<file path="config.mk">
export PLATFORM = sky130hd
export DESIGN_NAME = length_prefixed_packet_receiver_unit
export DESIGN_NICKNAME = d
export VERILOG_FILES = /design/src/rtl/lprx_pkg.sv /design/src/rtl/lprx_in_reg.sv /design/src/rtl/lprx_core.sv /design/src/rtl/lprx_out_reg.sv /design/src/rtl/length_prefixed_packet_receiver_unit.sv
export SDC_FILE = /design/constraint.sdc
export NUM_CORES = 1
export LEC_CHECK = 0
export BUFFER_PORTS_ARGS = -buffer_cell sky130_fd_sc_hd__buf_4
export CAP_MARGIN = 15
export CORE_MARGIN = 3
export CORE_UTILIZATION = 50
export CTS_CLUSTER_SIZE = 10
export DETAILED_ROUTE_END_ITERATION = 16
export GPL_TIMING_DRIVEN = 0
export PLACE_DENSITY_LB_ADDON = 0.05
export SLEW_MARGIN = 10
export SYNTH_ARGS = -nofsm -noshare
export SYNTH_HDL_FRONTEND = slang
export SYNTH_HIERARCHICAL = 1
export SYNTH_SLANG_ARGS = --single-unit
</file>
<file path="constraint.sdc">
create_clock -name clk_i -period 4.8 [get_ports clk_i]
set_input_delay 0.48 -clock clk_i [delete_from_list [all_inputs] [get_ports clk_i]]
set_output_delay 0.48 -clock clk_i [all_outputs]
set_load 0.02 [all_outputs]
</file>
<file path="src/rtl/lprx_pkg.sv">
// Package for the length-prefixed packet receiver.
// Holds the transfer structs, opcode and status codes. No dependencies.
`default_nettype none

package lprx_pkg;

  typedef enum logic [1:0] {
    OP_START = 2'd0,
    OP_BYTE  = 2'd1,
    OP_TICK  = 2'd2
  } opcode_e;

  typedef enum logic [1:0] {
    ST_OK       = 2'd0,
    ST_TIMEOUT  = 2'd1,
    ST_OVERFLOW = 2'd2,
    ST_CHECKSUM = 2'd3
  } status_e;

  typedef enum logic [1:0] {
    S_IDLE = 2'b01,
    S_RECV = 2'b10
  } rx_state_e;

  typedef struct packed {
    logic [1:0] opcode;
    logic [7:0] rx_byte;
  } in_item_t;

  typedef struct packed {
    logic [7:0] byte_out;
    logic [7:0] byte_index;
    logic       is_data;
    logic       last;
    logic [1:0] status;
    logic [7:0] bytes_received;
  } out_item_t;

  localparam logic [7:0] TickSat = 8'hFF;

endpackage

`default_nettype wire

</file>
<file path="src/rtl/lprx_in_reg.sv">
// Input register stage of the packet receiver.
// Depends on lprx_pkg for the input transfer struct.
`default_nettype none

module lprx_in_reg import lprx_pkg::*; (
  input  wire logic     clk_i,
  input  wire logic     rst_ni,
  input  wire logic     in_valid_i,
  output logic          in_stall_o,
  input  wire in_item_t in_item_i,
  input  wire logic     advance_i,
  output logic          item_valid_o,
  output in_item_t      item_o
);

  logic     valid_q, valid_d;
  in_item_t item_q;

  assign in_stall_o   = valid_q && !advance_i;
  assign valid_d      = in_stall_o ? valid_q : in_valid_i;
  assign item_valid_o = valid_q;
  assign item_o       = item_q;

  always_ff @(posedge clk_i or negedge rst_ni) begin
    if (!rst_ni) begin
      valid_q <= 1'b0;
    end else begin
      valid_q <= valid_d;
    end
  end

  always_ff @(posedge clk_i) begin
    if (in_valid_i && !in_stall_o) begin
      item_q <= in_item_i;
    end
  end

endmodule

`default_nettype wire

</file>
<file path="src/rtl/lprx_core.sv">
// Packet state and per-item update of the packet receiver.
// Holds the timeout register. Depends on lprx_pkg.
`default_nettype none

module lprx_core import lprx_pkg::*; #(
  parameter int MAX_LEN = 64
) (
  input  wire logic     clk_i,
  input  wire logic     rst_ni,
  input  wire logic     cfg_we_i,
  input  wire logic [7:0] cfg_data_i,
  input  wire logic     fire_i,
  input  wire in_item_t item_i,
  output logic          res_valid_o,
  output out_item_t     res_o
);

  localparam logic [7:0] MaxLenB = 8'(MAX_LEN);

  rx_state_e  state_q, state_d;
  logic [7:0] count_q, count_d;
  logic [7:0] len_q, len_d;
  logic [7:0] sum_q, sum_d;
  logic [7:0] ticks_q, ticks_d;
  logic [7:0] timeout_q;
  logic [7:0] cnt_inc, sum_new, len_new, tick_inc;

  assign cnt_inc  = count_q + 8'd1;
  assign sum_new  = sum_q + item_i.rx_byte;
  assign len_new  = (count_q == 8'd0) ? item_i.rx_byte : len_q;
  assign tick_inc = (ticks_q == TickSat) ? TickSat : ticks_q + 8'd1;

  always_comb begin
    state_d     = state_q;
    count_d     = count_q;
    len_d       = len_q;
    sum_d       = sum_q;
    ticks_d     = ticks_q;
    res_valid_o = 1'b0;
    res_o       = '0;
    if (fire_i) begin
      unique case (opcode_e'(item_i.opcode))
        OP_START: begin
          state_d = S_RECV;
          count_d = '0;
          len_d   = '0;
          sum_d   = '0;
          ticks_d = '0;
        end
        OP_BYTE: begin
          if (state_q == S_RECV) begin
            res_valid_o = 1'b1;
            if (count_q >= MaxLenB) begin
              state_d      = S_IDLE;
              res_o.last   = 1'b1;
              res_o.status = ST_OVERFLOW;
            end else begin
              count_d          = cnt_inc;
              sum_d            = sum_new;
              len_d            = len_new;
              ticks_d          = '0;
              res_o.byte_out   = item_i.rx_byte;
              res_o.byte_index = count_q;
              res_o.is_data    = 1'b1;
              if (cnt_inc >= len_new) begin
                state_d              = S_IDLE;
                res_o.last           = 1'b1;
                res_o.status         = (sum_new == 8'd0) ? ST_OK : ST_CHECKSUM;
                res_o.bytes_received = cnt_inc;
              end
            end
          end
        end
        OP_TICK: begin
          if (state_q == S_RECV && timeout_q != 8'd0) begin
            ticks_d = tick_inc;
            if (tick_inc >= timeout_q) begin
              state_d              = S_IDLE;
              res_valid_o          = 1'b1;
              res_o.last           = 1'b1;
              res_o.status         = ST_TIMEOUT;
              res_o.bytes_received = count_q;
            end
          end
        end
        default: ;
      endcase
    end
  end

  always_ff @(posedge clk_i or negedge rst_ni) begin
    if (!rst_ni) begin
      state_q   <= S_IDLE;
      count_q   <= '0;
      len_q     <= '0;
      sum_q     <= '0;
      ticks_q   <= '0;
      timeout_q <= '0;
    end else begin
      state_q <= state_d;
      count_q <= count_d;
      len_q   <= len_d;
      sum_q   <= sum_d;
      ticks_q <= ticks_d;
      if (cfg_we_i) begin
        timeout_q <= cfg_data_i;
      end
    end
  end

  a_state_onehot: assert property (@(posedge clk_i) disable iff (!rst_ni)
    $onehot(state_q)) else $error("receiver state not one-hot");

  a_count_bound: assert property (@(posedge clk_i) disable iff (!rst_ni)
    count_q <= MaxLenB) else $error("byte count beyond MAX_LEN");

  a_last_ends: assert property (@(posedge clk_i) disable iff (!rst_ni)
    res_valid_o && res_o.last |=> state_q == S_IDLE)
    else $error("packet end did not return to idle");

  a_idle_quiet: assert property (@(posedge clk_i) disable iff (!rst_ni)
    state_q == S_IDLE && item_i.opcode != OP_START |-> !res_valid_o)
    else $error("result produced while idle");

endmodule

`default_nettype wire

</file>
<file path="src/rtl/lprx_out_reg.sv">
// Result register of the packet receiver.
// Depends on lprx_pkg for the output transfer struct.
`default_nettype none

module lprx_out_reg import lprx_pkg::*; (
  input  wire logic      clk_i,
  input  wire logic      rst_ni,
  input  wire logic      fire_i,
  input  wire logic      res_valid_i,
  input  wire out_item_t res_i,
  output logic           advance_o,
  output logic           out_valid_o,
  input  wire logic      out_stall_i,
  output out_item_t      out_item_o
);

  logic      valid_q, valid_d;
  out_item_t item_q;

  assign advance_o   = !valid_q || !out_stall_i;
  assign valid_d     = advance_o ? (fire_i && res_valid_i) : valid_q;
  assign out_valid_o = valid_q;
  assign out_item_o  = item_q;

  always_ff @(posedge clk_i or negedge rst_ni) begin
    if (!rst_ni) begin
      valid_q <= 1'b0;
    end else begin
      valid_q <= valid_d;
    end
  end

  always_ff @(posedge clk_i) begin
    if (advance_o && fire_i && res_valid_i) begin
      item_q <= res_i;
    end
  end

endmodule

`default_nettype wire

</file>
<file path="src/rtl/length_prefixed_packet_receiver_unit.sv">
// Each item is held in the input register, and its result in the result register, before it is presented.
// Throughput: one item per cycle while out_stall_i is low, set by the input and result registers.
// in_stall_o rises only while a held result is stalled at the output.
// Reset: idle, counters, checksum and timeout register cleared (timeout off).
// Top level of the packet receiver; depends on lprx_pkg, lprx_in_reg,
// lprx_core and lprx_out_reg.
`default_nettype none

module length_prefixed_packet_receiver_unit import lprx_pkg::*; #(
  parameter int MAX_LEN = 64
) (
  input  wire logic       clk_i,
  input  wire logic       rst_ni,
  input  wire logic       in_valid_i,
  output logic            in_stall_o,
  input  wire in_item_t   in_item_i,
  output logic            out_valid_o,
  input  wire logic       out_stall_i,
  output out_item_t       out_item_o,
  input  wire logic       cfg_valid_i,
  output logic            cfg_ready_o,
  input  wire logic [7:0] cfg_data_i
);

  logic      advance, item_valid, fire, res_valid;
  in_item_t  item;
  out_item_t res;

  assign cfg_ready_o = 1'b1;
  assign fire        = item_valid && advance;

  lprx_in_reg u_in (
    .clk_i,
    .rst_ni,
    .in_valid_i,
    .in_stall_o,
    .in_item_i,
    .advance_i    (advance),
    .item_valid_o (item_valid),
    .item_o       (item)
  );

  lprx_core #(.MAX_LEN(MAX_LEN)) u_core (
    .clk_i,
    .rst_ni,
    .cfg_we_i    (cfg_valid_i && cfg_ready_o),
    .cfg_data_i,
    .fire_i      (fire),
    .item_i      (item),
    .res_valid_o (res_valid),
    .res_o       (res)
  );

  lprx_out_reg u_out (
    .clk_i,
    .rst_ni,
    .fire_i      (fire),
    .res_valid_i (res_valid),
    .res_i       (res),
    .advance_o   (advance),
    .out_valid_o,
    .out_stall_i,
    .out_item_o
  );

endmodule

`default_nettype wire

</file>
-- Yosys cells after proc, flatten, opt, wreduce, memory -nomap -nowiden
Index checks and enable logic that the tools add are counted.
- bits in registers: 82
- memory bits (read-only): 0
- input bits: 23
- logic and storage cells: 92
- output and inout bits: 31
- RAM bits: 0
- bits in latches: 0
- memories kept: 0
- add/subtract/negate cells: 3
- $lt $le $gt $ge: 3
- equal/unequal tests: 9
- div/mod/pow operators: 0
- reductions and logical operators: 23
- bitwise logic cells: 3
- shift-type cells: 0
- muxes and demuxes: 35
- multiply operators: 0
- operators with widths (kind ; count):
    2-to-1 mux 8 bit ; 12
    case mux 8 bit (2 select lines) ; 3
    2-to-1 mux 11 bit ; 4
    case mux 8 bit (3 select lines) ; 1
    case mux 11 bit (2 select lines) ; 1
    adder 8 x 1 -> 8 bit, second input constant ; 2
    >= comparator 8 bit ; 2
    logical NOT 8 bit ; 2
    2-to-1 mux 2 bit ; 6
    adder 8 bit ; 1
    == test 8 bit, second input constant ; 1
    >= comparator 8 x 7 -> 1 bit, second input constant ; 1
    nonzero test 8 bit ; 1
    logical AND 1 bit ; 7
    inequality test 2 x 1 -> 1 bit, second input constant ; 3
    case mux 2 bit (3 select lines) ; 1
    AND reduction 6 bit ; 1
    2-to-1 mux 1 bit ; 5
    AND reduction 5 bit ; 1
    == test 2 bit, second input constant ; 2
    logical NOT 1 bit ; 4
    AND reduction 4 bit ; 1
    OR reduction 4 bit ; 1
    2-to-1 mux 3 bit ; 1
    10 further kinds ; 12

-- Depth between registers and ports, before layout
Gate-level depths: netlist (run 1).
- depth in word-level cells: 8
- depth in mapped cells: 16
- depth with buffers taken out: 14

-- Cells and area by module
The synthesis (run 1) kept the hierarchy.
- modules (own cells, without submodules) (module ; cells each ; area each (µm²) ; seq. area each (µm²) ; times used):
    lprx_core ; 342 ; 3044.2 ; 1052.3 ; 1
    lprx_out_reg ; 33 ; 882.1 ; 865.8 ; 1
    lprx_in_reg ; 15 ; 357.8 ; 325.3 ; 1
    length_prefixed_packet_receiver_unit ; 3 ; 17.5 ; 0.0 ; 1

-- Least setup slack after synthesis (run 1)
OpenSTA, ideal clock, no wires.
- path kind: flip-flop to flip-flop
- from: register u_core.ticks_q[0]
- to: register u_out.item_q, in the netlist u_out/out_item_o[0], enable pin
- path buffers: 2
- data required time: 4.377 ns
- setup time: 0.423 ns
- period minus slack after synthesis: 4.545 ns
- path slack: 0.255 ns
- cell stages (with the launch flop): 16
- arrival time: 4.122 ns
- path through: dfrtp_1 > ha_1 > and3_1 > and2_0 > buf_2 > nand4_1 > buf_2 > o21ai_0 > ha_1 > nand4_1 > o311a_1 > nor2_1 > inv_1 > nand2_1 > nand2_1 > a21oi_1
- longest elaborated chain between the ends: 8
- elaborated cells between the ends (all ways): 9
- classes of those cells: 1 x add/sub; 1 x order compare; 1 x eq/ne; 5 x mux; 1 x reduce/logical
- RTL lines (item ; RTL line ; RTL):
    start, declared ; lprx_core.sv:24 ; logic [7:0] ticks_q, ticks_d;
    start signal, assigned ; lprx_core.sv:104 ; ticks_q <= ticks_d;
    adder 8 x 1 -> 8 bit or == test 8 bit (tied branches) ; lprx_core.sv:31 ; assign tick_inc = (ticks_q == TickSat) ? TickSat : ticks_q + 8'd1;
    2-to-1 mux 8 bit * ; lprx_core.sv:31 ;
    >= comparator 8 bit * ; lprx_core.sv:77 ; if (tick_inc >= timeout_q) begin
    2-to-1 mux 1 bit * ; lprx_core.sv:77 ;
    2-to-1 mux 1 bit * ; lprx_core.sv:75 ; if (state_q == S_RECV && timeout_q != 8'd0) begin
    case mux 1 bit (2 select lines) * ; lprx_core.sv:42 ; unique case (opcode_e'(item_i.opcode))
    2-to-1 mux 1 bit * ; lprx_core.sv:41 ; if (fire_i) begin
    via res_valid ; length_prefixed_packet_receiver_unit.sv:25 ; logic advance, item_valid, fire, res_valid;
    logical AND 1 bit * ; lprx_out_reg.sv:34 ; if (advance_o && fire_i && res_valid_i) begin
    end signal, assigned ; lprx_out_reg.sv:35 ; item_q <= res_i;
    end, declared ; lprx_out_reg.sv:18 ; out_item_t item_q;
The timed path passes the listed nets; every way through them passes the cells marked *.
A chain may end at the register's enable or synchronous reset.

-- Final worst setup path (run 1)
- from: register u_core.ticks_q[0]
- to: register u_out.item_q, in the netlist u_out/out_item_o[20], enable pin
The elaborated chain is that of the path after synthesis.

==> summary.md, run 1 <==
The flow ran to the end, and the final reports show no timing, DRC or antenna violations. In the synthesized netlist, the cells that appear most often are sky130_fd_sc_hd__nand2_1 (46), sky130_fd_sc_hd__dfrtp_1 (43), sky130_fd_sc_hd__edfxtp_1 (38), sky130_fd_sc_hd__o21ai_0 (36), sky130_fd_sc_hd__ha_1 (30). After detailed routing, the total wire length is 9358 um.

The tools report the total power of the final layout as 2.006 mW. The growth of design area from synthesis to finish came out at 17.19%. The floorplan step defined a core boundary enclosing 0.008299 mm^2.

The gate count of the mapped netlist came out at 393. The tree is rooted in a sky130_fd_sc_hd__clkbuf_8. For this run the aggregate overflow at the end of global routing stands at 0. For the number of warnings reported in the yosys synthesis log, the log shows 6.

Registers take 0.002243 mm^2. The worst endpoint data arrival time is 4350 ps. Prior to clock tree synthesis, the placed netlist has a worst setup slack of 387.8 ps.

The relative slew slack was 0.4781. The tools report the area used by multi-input combinational logic as 0.001906 mm^2. TritonCTS built the clock tree. The die covers 0.009753 mm^2. The clock latency reported for the late side of the worst-skew pair was 360 ps; the height of the die was 98.76 um. The average via count per standard cell works out to 5.496. The logs give 3122 for the vias after detailed routing and 3133 for the via count of the first global-routing pass.

In the final timing run, aggregate negative setup slack is 0 ps. On the final layout, the worst hold slack is 131.9 ps. Routability-driven placement finished with a final weighted congestion of 0.8772. The critical path is of the reg -> reg type.

Buffers added to address setup during post-CTS repair amount to 0. The count of buffer and inverter cells on the critical path was 3; the maximum number of pins on one net before global-route repair was 45. In the post-synthesis netlist, the biggest area contributors are sky130_fd_sc_hd__edfxtp_1 (27%), sky130_fd_sc_hd__dfrtp_1 (25%), sky130_fd_sc_hd__ha_1 (8.7%). For the sequential share of the synthesized area, the log shows 0.5215. The x dimension of the die came out at 98.76 um. The final count of hold timing violations is 0. For this block, the initial DRC count from the detailed router was 121. Across all setup checks in the final design, the least slack found is 447.6 ps. The highest fanout seen on the critical path was 14; the count of cell types in the netlist was 58.

IR analysis of the VDD net gives a maximum drop of 228.7 uV. The logs give 0 for the initial antenna violation count and 0 for the post-detailed-route count of antenna-violating nets. After synthesis the netlist holds a flip-flop and latch count of 82. After detailed routing, the number of remaining DRC violations is 0. The number of nets in the layout was 512; the instance area after placement was 0.004838 mm^2. Startpoint class of the critical path: a flop. The worst register-to-register path has a setup slack of 450 ps.

The clock arrives with 9.702 ps of skew. Top flip-flop cell by instance count after synthesis: sky130_fd_sc_hd__dfrtp_1. The first global-routing pass estimated 15360 um of wire. Port buffering added 52 buffers. Buffers inserted during clock tree synthesis total 9. The initial cell density of the core was 0.5183. For the worst setup path, the data required time is 4790 ps. Walking the worst path, the cells encountered are ha_1, and3_1, and2_0, buf_2, nand4_1, buf_2, o21ai_0, ha_1, nand4_1, o311a_1, nor2_1, inv_1, nand2_1, nand2_1, a21oi_2. The mean cell area of the mapped netlist came out at 10.95 um^2.

54 I/O pins were placed. The first-pass iteration count of the detailed router is 4. The clock transition at the register clock pins on the worst setup and hold paths after CTS was 80 ps; the final-report setup violation count was 0.

The filler cells instantiated in the layout total 711. The average detailed-routed wire length per instance came out at 16.48 um. The power per standard cell area was 398.0 mW/mm^2. The share of Yosys cell area claimed by the top area cell type is 0.2653.

Element type at the critical path end: a flop. Critical path's top delay family: simple AND/OR/NAND/NOR gates. The layout cell share with drive strength beyond 1 is 0.2160. The number of antenna diodes in the final layout is 0.

The total number of placement rows is 33, and the number of enable-type register cells in the synthesized netlist is 38. The tools report the highest clock frequency the design can meet as 229.8 MHz. The shortest period the worst path allows works out to 4352 ps. The peak per-stage delay on the critical path works out to 640 ps.

In this run the deepest clock path goes through 2 buffers. The number of gates resized after cts was 0. The tools report the all-layer global routing usage as 0.1988. Among all cell types in the netlist, the one instantiated most often is sky130_fd_sc_hd__nand2_1. Clock tree synthesis found a total of 82 sinks. In this run, post-CTS hold repair placed 0 buffers. Setup repair after global routing left no endpoint under its margin.

At the pin with the least slew margin, the transition time is 782.9 ps. Number of maximum-capacitance violations: 0. The maximum level of the CTS H-tree was 3. The cell taking the most area after synthesis was sky130_fd_sc_hd__edfxtp_1.

Among all stages on the critical path, the largest delay is contributed by sky130_fd_sc_hd__a21oi_2. The wire-length estimate of the detail-placed layout is 6683 um. The finished cells cover 0.005041 mm^2.

The standby leakage power is 2.330 nW, and the post-synthesis instance area is 0.004302 mm^2. The final critical-path share of the clock period works out to 0.9068. The min-delay analysis places its worst path in the category in -> async.

Fraction of registers with async set or reset after synthesis: 0.5366. Count of pins over their slew limit: 0.
per-layer routing:
metal  up-vias  global-route usage  share of wire
met3         9             0.03397          0.051
met4         0             0.06408         0.0091
met5         -                   0              0
li1       1532                   -              -
met2        70              0.3270           0.50
met1      1511              0.2691           0.44
power by group:
| part | total [mW] | switching (mW) | internal (mW) | leakage, nW |
|---|---|---|---|---|
| Sequential | 0.903 | 0.0737 | 0.830 | 0.931 |
| Combinational | 0.605 | 0.338 | 0.267 | 1.31 |
| Clock | 0.498 | 0.257 | 0.242 | 0.0905 |
cell type report:
class,instances,share of cell area
Buffer,16,0.01638
Clock buffer,10,0.02532
Clock inverter,6,0.01315
Inverter,25,0.01862
Multi-Input combinational cell,272,0.3780
Sequential cell,82,0.4450
Tap cell,105,0.02606
Timing Repair Buffer,52,0.07744
placed cells by master, fill, tap and decap left out, types with 5 or more instances in the layout:
cell / n
sky130_fd_sc_hd__buf_4: 55
sky130_fd_sc_hd__nand2_1: 46
sky130_fd_sc_hd__dfrtp_1: 43
sky130_fd_sc_hd__edfxtp_1: 38
sky130_fd_sc_hd__o21ai_0: 36
sky130_fd_sc_hd__ha_1: 30
sky130_fd_sc_hd__inv_1: 24
sky130_fd_sc_hd__a21oi_1: 18
sky130_fd_sc_hd__and3_1: 17
sky130_fd_sc_hd__nor2_1: 11
sky130_fd_sc_hd__nand3_1: 11
sky130_fd_sc_hd__xor2_1: 10
sky130_fd_sc_hd__clkbuf_8: 9
sky130_fd_sc_hd__buf_2: 9
sky130_fd_sc_hd__mux2i_1: 9
sky130_fd_sc_hd__nand2b_1: 7
sky130_fd_sc_hd__a22o_1: 7
sky130_fd_sc_hd__xnor2_1: 6
sky130_fd_sc_hd__clkbuf_1: 5
sky130_fd_sc_hd__nand4_1: 5
state kept, by name, summed over array words and instances, names as in the netlist:
name               count
u_out/out_item_o      28
u_in/item_o           10
u_core/count_q         8
u_core/len_q           8
u_core/sum_q           8
u_core/ticks_q         8
u_core/timeout_q       8
u_core/state_q         2
u_in/item_valid_o      1
u_out/out_valid_o      1
through the flow:
stage,utilization,std cells
finish,0.6074,568
global route,0.6074,568
detailed placement,0.5830,551
global placement,0.5816,551
CTS,0.6064,567
floorplan,-,394
path summary, 6_finish.rpt:
check	cells past startpoint	from	to
max	15	u_core/ticks_q[0]	u_out/out_item_o[20]
min	1	rst_ni	u_core/len_q[4]
max reg2reg	15	u_core/ticks_q[0]	u_out/out_item_o[20]
min reg2reg	2	u_core/len_q[2]	u_core/len_q[2]
max in group asynchronous	1	rst_ni	u_core/count_q[3]
min in group clk_i	1	in_item_i[3]	u_in/item_o[3]
cells by family (layout without fill, tap and decap cells):
family	after synthesis	count (layout)	synth area share
AOI/OAI and AO/OA	87	88	0.1257
buffers and inverters	41	109	0.04101
muxes	12	12	0.02880
other	2	3	0.001746
DFF	82	82	0.5215
xor gates and xnor gates	16	16	0.03258
adders and majority gates	31	31	0.09191
and+or+nand+nor	122	122	0.1568
(Power assumes the default switching activity.)
==> inputs of run 2 (changes only) <==
Settings changed: CORE_ASPECT_RATIO from default to 0.75.
==> run 2 against run 1 <==
Worst setup slack got worse by 52 ps. Routed wire length grew 1.4%. Largest cell class unchanged. Critical path depth increased by 1. Cell area is 3.0% higher. Sequential power about the same. Critical endpoint is now u_out/out_item_o[17]. Count of clock-buffer cells in the layout shrank 1. Sequential share of layout area shrank 1.3 points. Combinational power grew 2%. First-iteration DRC count rose by 120%. Power is 13% higher. Highest routed layer unchanged.
==> summary.md, run 2 (synthesis results as in run 1) <==
The flip-flop count of the largest register, all copies and words added is 28 (unchanged). The average detailed-routed wire length per instance works out to 16.71 um (+1.4%). Final-report setup violation count: 0 (unchanged). The tools report the clock latency reported for the late side of the worst-skew pair as 340 ps (-20 ps). The final RePlAce weighted congestion was 0.8451 (-3.7%). Highest fanout seen on the critical path: 17 (+3). The critical path starts at u_core/ticks_q[0]. The top cell types in the final layout, fill and taps aside, are sky130_fd_sc_hd__buf_4 (55), sky130_fd_sc_hd__nand2_1 (46), sky130_fd_sc_hd__dfrtp_1 (43). The most common cell after layout, fill and taps aside is sky130_fd_sc_hd__buf_4. For the number of antenna repair diodes, the log shows 0 (unchanged). The layout cell share with drive strength beyond 1 was 0.2203 (+0.004320); the initial cell density of the core was 0.5292 (+0.01093). The count of buffer and inverter cells on the critical path was 4 (+1).

The signal on the critical path passes through ha_1, and3_1, and2_0, buf_2, nand4_1, buf_2, o21ai_0, ha_1, nand4_1, o311a_1, nor2_1, inv_1, nand2_1, nand2_1, a21oi_4, buf_16. The buffers inserted during post-CTS setup optimization is 0 (unchanged). The flow ran to the end, and the final reports show no timing, DRC or antenna violations. The peak per-stage delay on the critical path works out to 470 ps (-170 ps). The pin slew with the least headroom to its limit is 728.2 ps (-54.70 ps). Highest clock frequency the design can meet: 227.0 MHz (-1.2%). The clock transition at the register clock pins on the worst setup and hold paths after CTS was 60 ps (-20 ps). The worst endpoint data arrival time came out at 4460 ps (+110 ps). From synthesis to final layout, the design area changed by 20.74%. The worst setup path is launched from a flop.

The final critical-path share of the clock period works out to 0.9177 (+0.01091). The slowest cell on the critical path is sky130_fd_sc_hd__a21oi_4. Number of buffers on the longest clock path: 2 (unchanged).

The aggregate routed wire length was 9489 um (+1.4%); the height of the die was 86.33 um (-13%). The power per standard cell area was 436.1 mW/mm^2 (+9.6%); the vias after detailed routing was 3187 (+2.1%). The setup slack of the critical path after layout is 395.2 ps (-52.35 ps).

The tools report the total negative slack as 0 ps (unchanged). The logs give 320.9 uV (+40%) for the worst supply voltage drop on vdd and 45 (unchanged) for the maximum number of pins on one net before global-route repair. Number of maximum-capacitance violations: 0 (unchanged).

The total number of placement rows was 28 (-15%); the final setup skew was 5.401 ps (-4.301 ps). The total clock buffers created by CTS is 9 (unchanged), and the core area is 0.008128 mm^2 (-2.1%). The first-pass iteration count of the detailed router came out at 5 (+1). Setup repair after global routing left no endpoint under its margin. All-layer global routing usage: 0.2100 (+0.01122). The number of hold buffers added after CTS was 0 (unchanged); the standby leakage power was 2.405 nW (+3.2%). TritonCTS built the clock tree.

The kind of cell with the highest combined delay along the critical path is simple AND/OR/NAND/NOR gates. The critical path is of the reg -> reg type. First-pass GRT wire length: 15740 um (+2.5%).

The x dimension of the die was 113.1 um (+15%). The worst slack at placement is 514.8 ps (+127.0 ps), and the maximum level of the CTS H-tree is 3 (unchanged). For the clock sink total, the log shows 82 (unchanged). The min-delay analysis places its worst path in the category in -> async.

The number of port buffers was 52 (unchanged). The critical path required time was 4850 ps (+60 ps). The logs give 0.6390 (+0.03159) for the end-of-flow core utilization and 0 (unchanged) for the number of gates resized after cts. The logs give 0 (unchanged) for the number of remaining DRC errors and 0 (unchanged) for the aggregate global routing overflow. The average via count per standard cell is 5.611 (+2.1%). The tools report the post-detailed-route count of antenna-violating nets as 0 (unchanged).

The initial antenna violation count is 0 (unchanged), and the die area is 0.009763 mm^2 (+0.11%). For the via count of the first global-routing pass, the log shows 3066 (-2.1%). The initial DRC count is 271 (+120%), and the number of nets in the layout is 512 (unchanged).

The relative slew slack was 0.5127 (+0.03459). The startpoint identified for the worst register-to-register timing path is u_core/ticks_q[0]. The tools report the final count of hold timing violations as 0 (unchanged). The element type at the critical path end is a flop.

The number of fill cells came out at 649 (-8.7%). The count of pins over their slew limit was 0 (unchanged); the shortest period the worst path allows was 4405 ps (+52.35 ps). The number of ports placed on the die boundary came out at 54 (unchanged). The cell sitting at the root of the clock tree is a sky130_fd_sc_hd__clkbuf_16. For the sum of net half-perimeters after detailed placement, the log shows 6931 um (+3.7%).
## run 2: metrics by stage
stage | power, mW | cell area [um^2] | hold slack, ps | cells
global route | 2.392 | 5194 | 186.5 | 568
CTS | 2.271 | 5194 | 159.4 | 568
floorplan | 1.362 | 4305 | 184.4 | 394
detailed placement | 1.518 | 4866 | 471.9 | 552
global placement | 1.496 | 4827 | 464.4 | 551
finish | 2.265 | 5194 | 135.9 | 568
## run 2: final timing paths
kind | end | slack, ps | cells after the start
min reg2reg | u_core/len_q[7] | 480 | 2
max in group asynchronous | u_core/len_q[4] | 4270 | 1
min in group clk_i | u_in/item_o[3] | 310 | 1
min | u_core/ticks_q[3] | 140 | 1
max reg2reg | u_out/out_item_o[17] | 400 | 16
max | u_out/out_item_o[17] | 400 | 16
## run 2: final cells by class
type,count,area (um^2),share of cell area
Sequential cell,82,2243,0.4319
Clock inverter,7,102.6,0.01975
Timing Repair Buffer,53,417.9,0.08046
Tap cell,105,131.4,0.02530
Clock buffer,9,225.2,0.04336
Multi-Input combinational cell,271,1897,0.3652
Inverter,25,93.84,0.01807
Buffer,16,82.58,0.01590
## run 2: routing by layer
| metal | GRT usage | vias up | wire length [um] |
|---|---|---|---|
| met5 | 0 | - | 0 |
| met4 | 0.04585 | 0 | 85 |
| met3 | 0.06490 | 8 | 778 |
| met2 | 0.2812 | 117 | 3871 |
| met1 | 0.3321 | 1529 | 4754 |
| li1 | - | 1533 | - |
## run 2: power by group
part           switching (mW)  internal, mW  leakage, nW  total [mW]
registers              0.0724         0.831        0.931       0.903
clock network           0.286         0.460        0.156       0.746
logic                   0.348         0.268         1.32       0.615
total                   0.707          1.56         2.40        2.26
==> inputs of run 3 (changes only) <==
Clock period 4.8 ns to 4.1 ns, I/O delays scaled along.
==> run 3 against run 2 <==
Power is 17% higher. Sequential power rose by 17%. Hold slack worse by 49 ps. Critical path type unchanged. Count of clock-buffer cells in the layout up 1. Critical path depth stayed put. Routed wire length grew 4.0%. Largest cell class unchanged. Utilization rose by 0.22 points. Non-clock buffer count increased by 1. Critical endpoint is now u_out/out_item_o[5]. Clock skew up 0.92 ps. Combinational power rose by 19%.
==> summary.md, run 3 (synthesis results as in run 1) <==
The flow ran to the end, and the final reports show no timing, DRC or antenna violations. The height of the die is 86.33 um (unchanged). The first-pass iteration count of the detailed router was 5 (unchanged). The clock transition at the register clock pins on the worst setup and hold paths after CTS was 60 ps (about the same). The worst supply voltage drop on vdd is 280.4 uV (-13%).

The tools report the count of pins over their slew limit as 0 (unchanged). The library cell used most frequently in the layout, excluding fill and tap cells, is sky130_fd_sc_hd__buf_4. For the number of maximum-capacitance violations, the log shows 0 (unchanged). The area used by multi-input combinational logic came out at 0.001904 mm^2 (+0.40%). Highest clock frequency the design can meet: 260.8 MHz (+15%). The count of buffer and inverter cells on the critical path came out at 4 (unchanged). The run gives 3 (unchanged) as the maximum level of the CTS H-tree.

The post-detailed-route count of antenna-violating nets is 0 (unchanged), and the number of remaining DRC errors is 0 (unchanged). The register area was 0.002243 mm^2 (unchanged). The tools report the final RePlAce weighted congestion as 0.8574 (+1.5%). The average via count per standard cell was 5.613 (about the same); the maximum number of pins on one net before global-route repair was 45 (unchanged). The final count of hold timing violations is 0 (unchanged), and the shortest period the worst path allows is 3834 ps (-571.0 ps). The sum of net half-perimeters after detailed placement is 7179 um (+3.6%). The number of antenna repair diodes was 0 (unchanged); the clock sink total was 82 (unchanged). The number of port buffers is 52 (unchanged), and the final critical-path share of the clock period is 0.9351 (+0.01739).

The all-layer global routing usage was 0.2124 (+0.002409); the worst reg-to-reg setup slack was 270 ps (-130 ps). The pin slew with the least headroom to its limit works out to 625.0 ps (-103.2 ps). The path type of the worst min-delay path is in -> async.

The layout cell share with drive strength beyond 1 is 0.2198 (-0.0004748). The tools report the initial DRC count as 213 (-21%). The total negative slack came out at 0 ps (unchanged). The logs give 28 (unchanged) for the total number of placement rows and 4140 ps (-710 ps) for the critical path required time. Traced cell by cell, the critical path runs through ha_1, and3_1, and2_0, buf_2, nand4_1, buf_2, o21ai_0, ha_1, nand4_1, o311a_1, nor2_4, inv_1, nand2_1, nand2_1, a21oi_4, buf_16. The number of buffers on the longest clock path came out at 2 (unchanged). For the number of hold buffers added after CTS, the log shows 0 (unchanged). The endpoint identified for the worst register-to-register timing path is u_out/out_item_o[5]. The logs give 54 (unchanged) for the number of ports placed on the die boundary and 6.323 ps (+0.9214 ps) for the final setup skew.

The clock latency reported for the late side of the worst-skew pair was 330 ps (about the same). The classification of the worst setup path was reg -> reg. The final-report setup violation count came out at 0 (unchanged).

The run gives 9 (unchanged) as the total clock buffers created by CTS. Initial antenna violation count: 0 (unchanged). The worst register-to-register path begins at u_core/ticks_q[0].

The x dimension of the die came out at 113.1 um (unchanged). The logs give 0.008128 mm^2 (unchanged) for the core area and 513 (+0.20%) for the number of nets in the layout. The flip-flop count of the largest register, all copies and words added was 28 (unchanged); the growth of design area from synthesis to finish was 21.15%. The tools report the first-pass GRT wire length as 15940 um (+1.3%).

The worst setup path is launched from a flop. The run gives 3046 (-0.65%) as the via count of the first global-routing pass. The tools report the element type at the critical path end as a flop. The average detailed-routed wire length per instance works out to 17.35 um (+3.8%). TritonCTS built the clock tree. The depth of the worst register-to-register path works out to 16 (unchanged).

The standby leakage power is 2.408 nW (+0.12%). The peak per-stage delay on the critical path was 450 ps (-20 ps); the worst hold slack after final layout was 86.56 ps (-49.31 ps). Highest fanout seen on the critical path: 16 (-1). Setup repair after global routing left no endpoint under its margin. For the number of fill cells, the log shows 665 (+2.5%). In this design, the largest share of critical-path delay is due to simple AND/OR/NAND/NOR gates. The worst endpoint data arrival time was 3880 ps (-580 ps). Aggregate global routing overflow: 0 (unchanged). The slowest cell on the critical path is sky130_fd_sc_hd__o311a_1. The power per standard cell area came out at 508.1 mW/mm^2 (+17%). In the layout the commonest cells are sky130_fd_sc_hd__buf_4 (55), sky130_fd_sc_hd__nand2_1 (46), sky130_fd_sc_hd__dfrtp_1 (43).

The relative slew slack came out at 0.5817 (+0.06906). The aggregate routed wire length is 9870 um (+4.0%). The logs give 0.009763 mm^2 (unchanged) for the die area and 3194 (+0.22%) for the vias after detailed routing. The initial cell density of the core came out at 0.5292 (unchanged). The tools report the root buffer cell as sky130_fd_sc_hd__clkbuf_16.
==> run 3: worst reg2reg max path, cell delays in order, from the launching register on <==
cell and delay (ps):
sky130_fd_sc_hd__dfrtp_1 420, sky130_fd_sc_hd__ha_1 270, sky130_fd_sc_hd__and3_1 220, sky130_fd_sc_hd__and2_0 150, sky130_fd_sc_hd__buf_2 140, sky130_fd_sc_hd__nand4_1 110
sky130_fd_sc_hd__buf_2 220, sky130_fd_sc_hd__o21ai_0 160, sky130_fd_sc_hd__ha_1 310, sky130_fd_sc_hd__nand4_1 90, sky130_fd_sc_hd__o311a_1 450, sky130_fd_sc_hd__nor2_4 240
sky130_fd_sc_hd__inv_1 140, sky130_fd_sc_hd__nand2_1 100, sky130_fd_sc_hd__nand2_1 110, sky130_fd_sc_hd__a21oi_4 230, sky130_fd_sc_hd__buf_16 180
==> run 3: worst max path at each step <==
stage                     slack, ps              endpoint  cells after the start              start
after floorplan                 180   u_out/out_item_o[0]                     15  u_core/ticks_q[0]
after global placement         -760  u_out/out_item_o[17]                     15  u_core/ticks_q[0]
after detailed placement       -230  u_out/out_item_o[17]                     16  u_core/ticks_q[0]
after CTS                        50  u_out/out_item_o[17]                     16  u_core/ticks_q[0]
after global routing             40   u_out/out_item_o[1]                     16  u_core/ticks_q[0]
final                           270   u_out/out_item_o[5]                     16  u_core/ticks_q[0]
==> run 3: layout make-up <==
cell class	instances	share of cell area
Clock inverter	6	0.01705
Clock buffer	10	0.04394
Sequential cell	82	0.4305
Inverter	25	0.01801
Timing Repair Buffer	54	0.08403
Buffer	16	0.01585
Tap cell	105	0.02521
Multi-Input combinational cell	271	0.3654
==> run 3: power by group <==
group          switching [mW]  internal, mW
clock                   0.322         0.535
combinational           0.416         0.315
sequential             0.0880         0.973
total                   0.826          1.82
==> run 3: through the flow <==
step | cells | setup WS [ps] | total power [mW] | area (um^2) | utilization
final | 569 | 266.3 | 2.648 | 5211 | 0.6412
after CTS | 569 | 45.71 | 2.662 | 5204 | 0.6402
after global placement | 551 | -762.7 | 1.751 | 4831 | 0.5944
after detailed placement | 552 | -225.5 | 1.794 | 4866 | 0.5987
after floorplan | 394 | 178.6 | 1.594 | 4309 | -
after global routing | 569 | 37.32 | 2.805 | 5211 | 0.6412
==> run 3: routing by layer <==
| metal | track usage | vias to the layer above | share of wire |
|---|---|---|---|
| met5 | 0 | - | 0 |
| met4 | 0.06114 | 0 | 0.0090 |
| met3 | 0.04117 | 9 | 0.073 |
| met2 | 0.3027 | 102 | 0.44 |
| met1 | 0.3297 | 1554 | 0.48 |
| li1 | - | 1529 | - |
==> run 3: what timing repair did <==
item / in CTS / in global routing
buffers inserted: 1 / 0
setup endpoints to repair: 28 / 28
resized for setup: 0 / 2
cloned: 0 / 0
endpoints found under the hold margin: 0 / 0
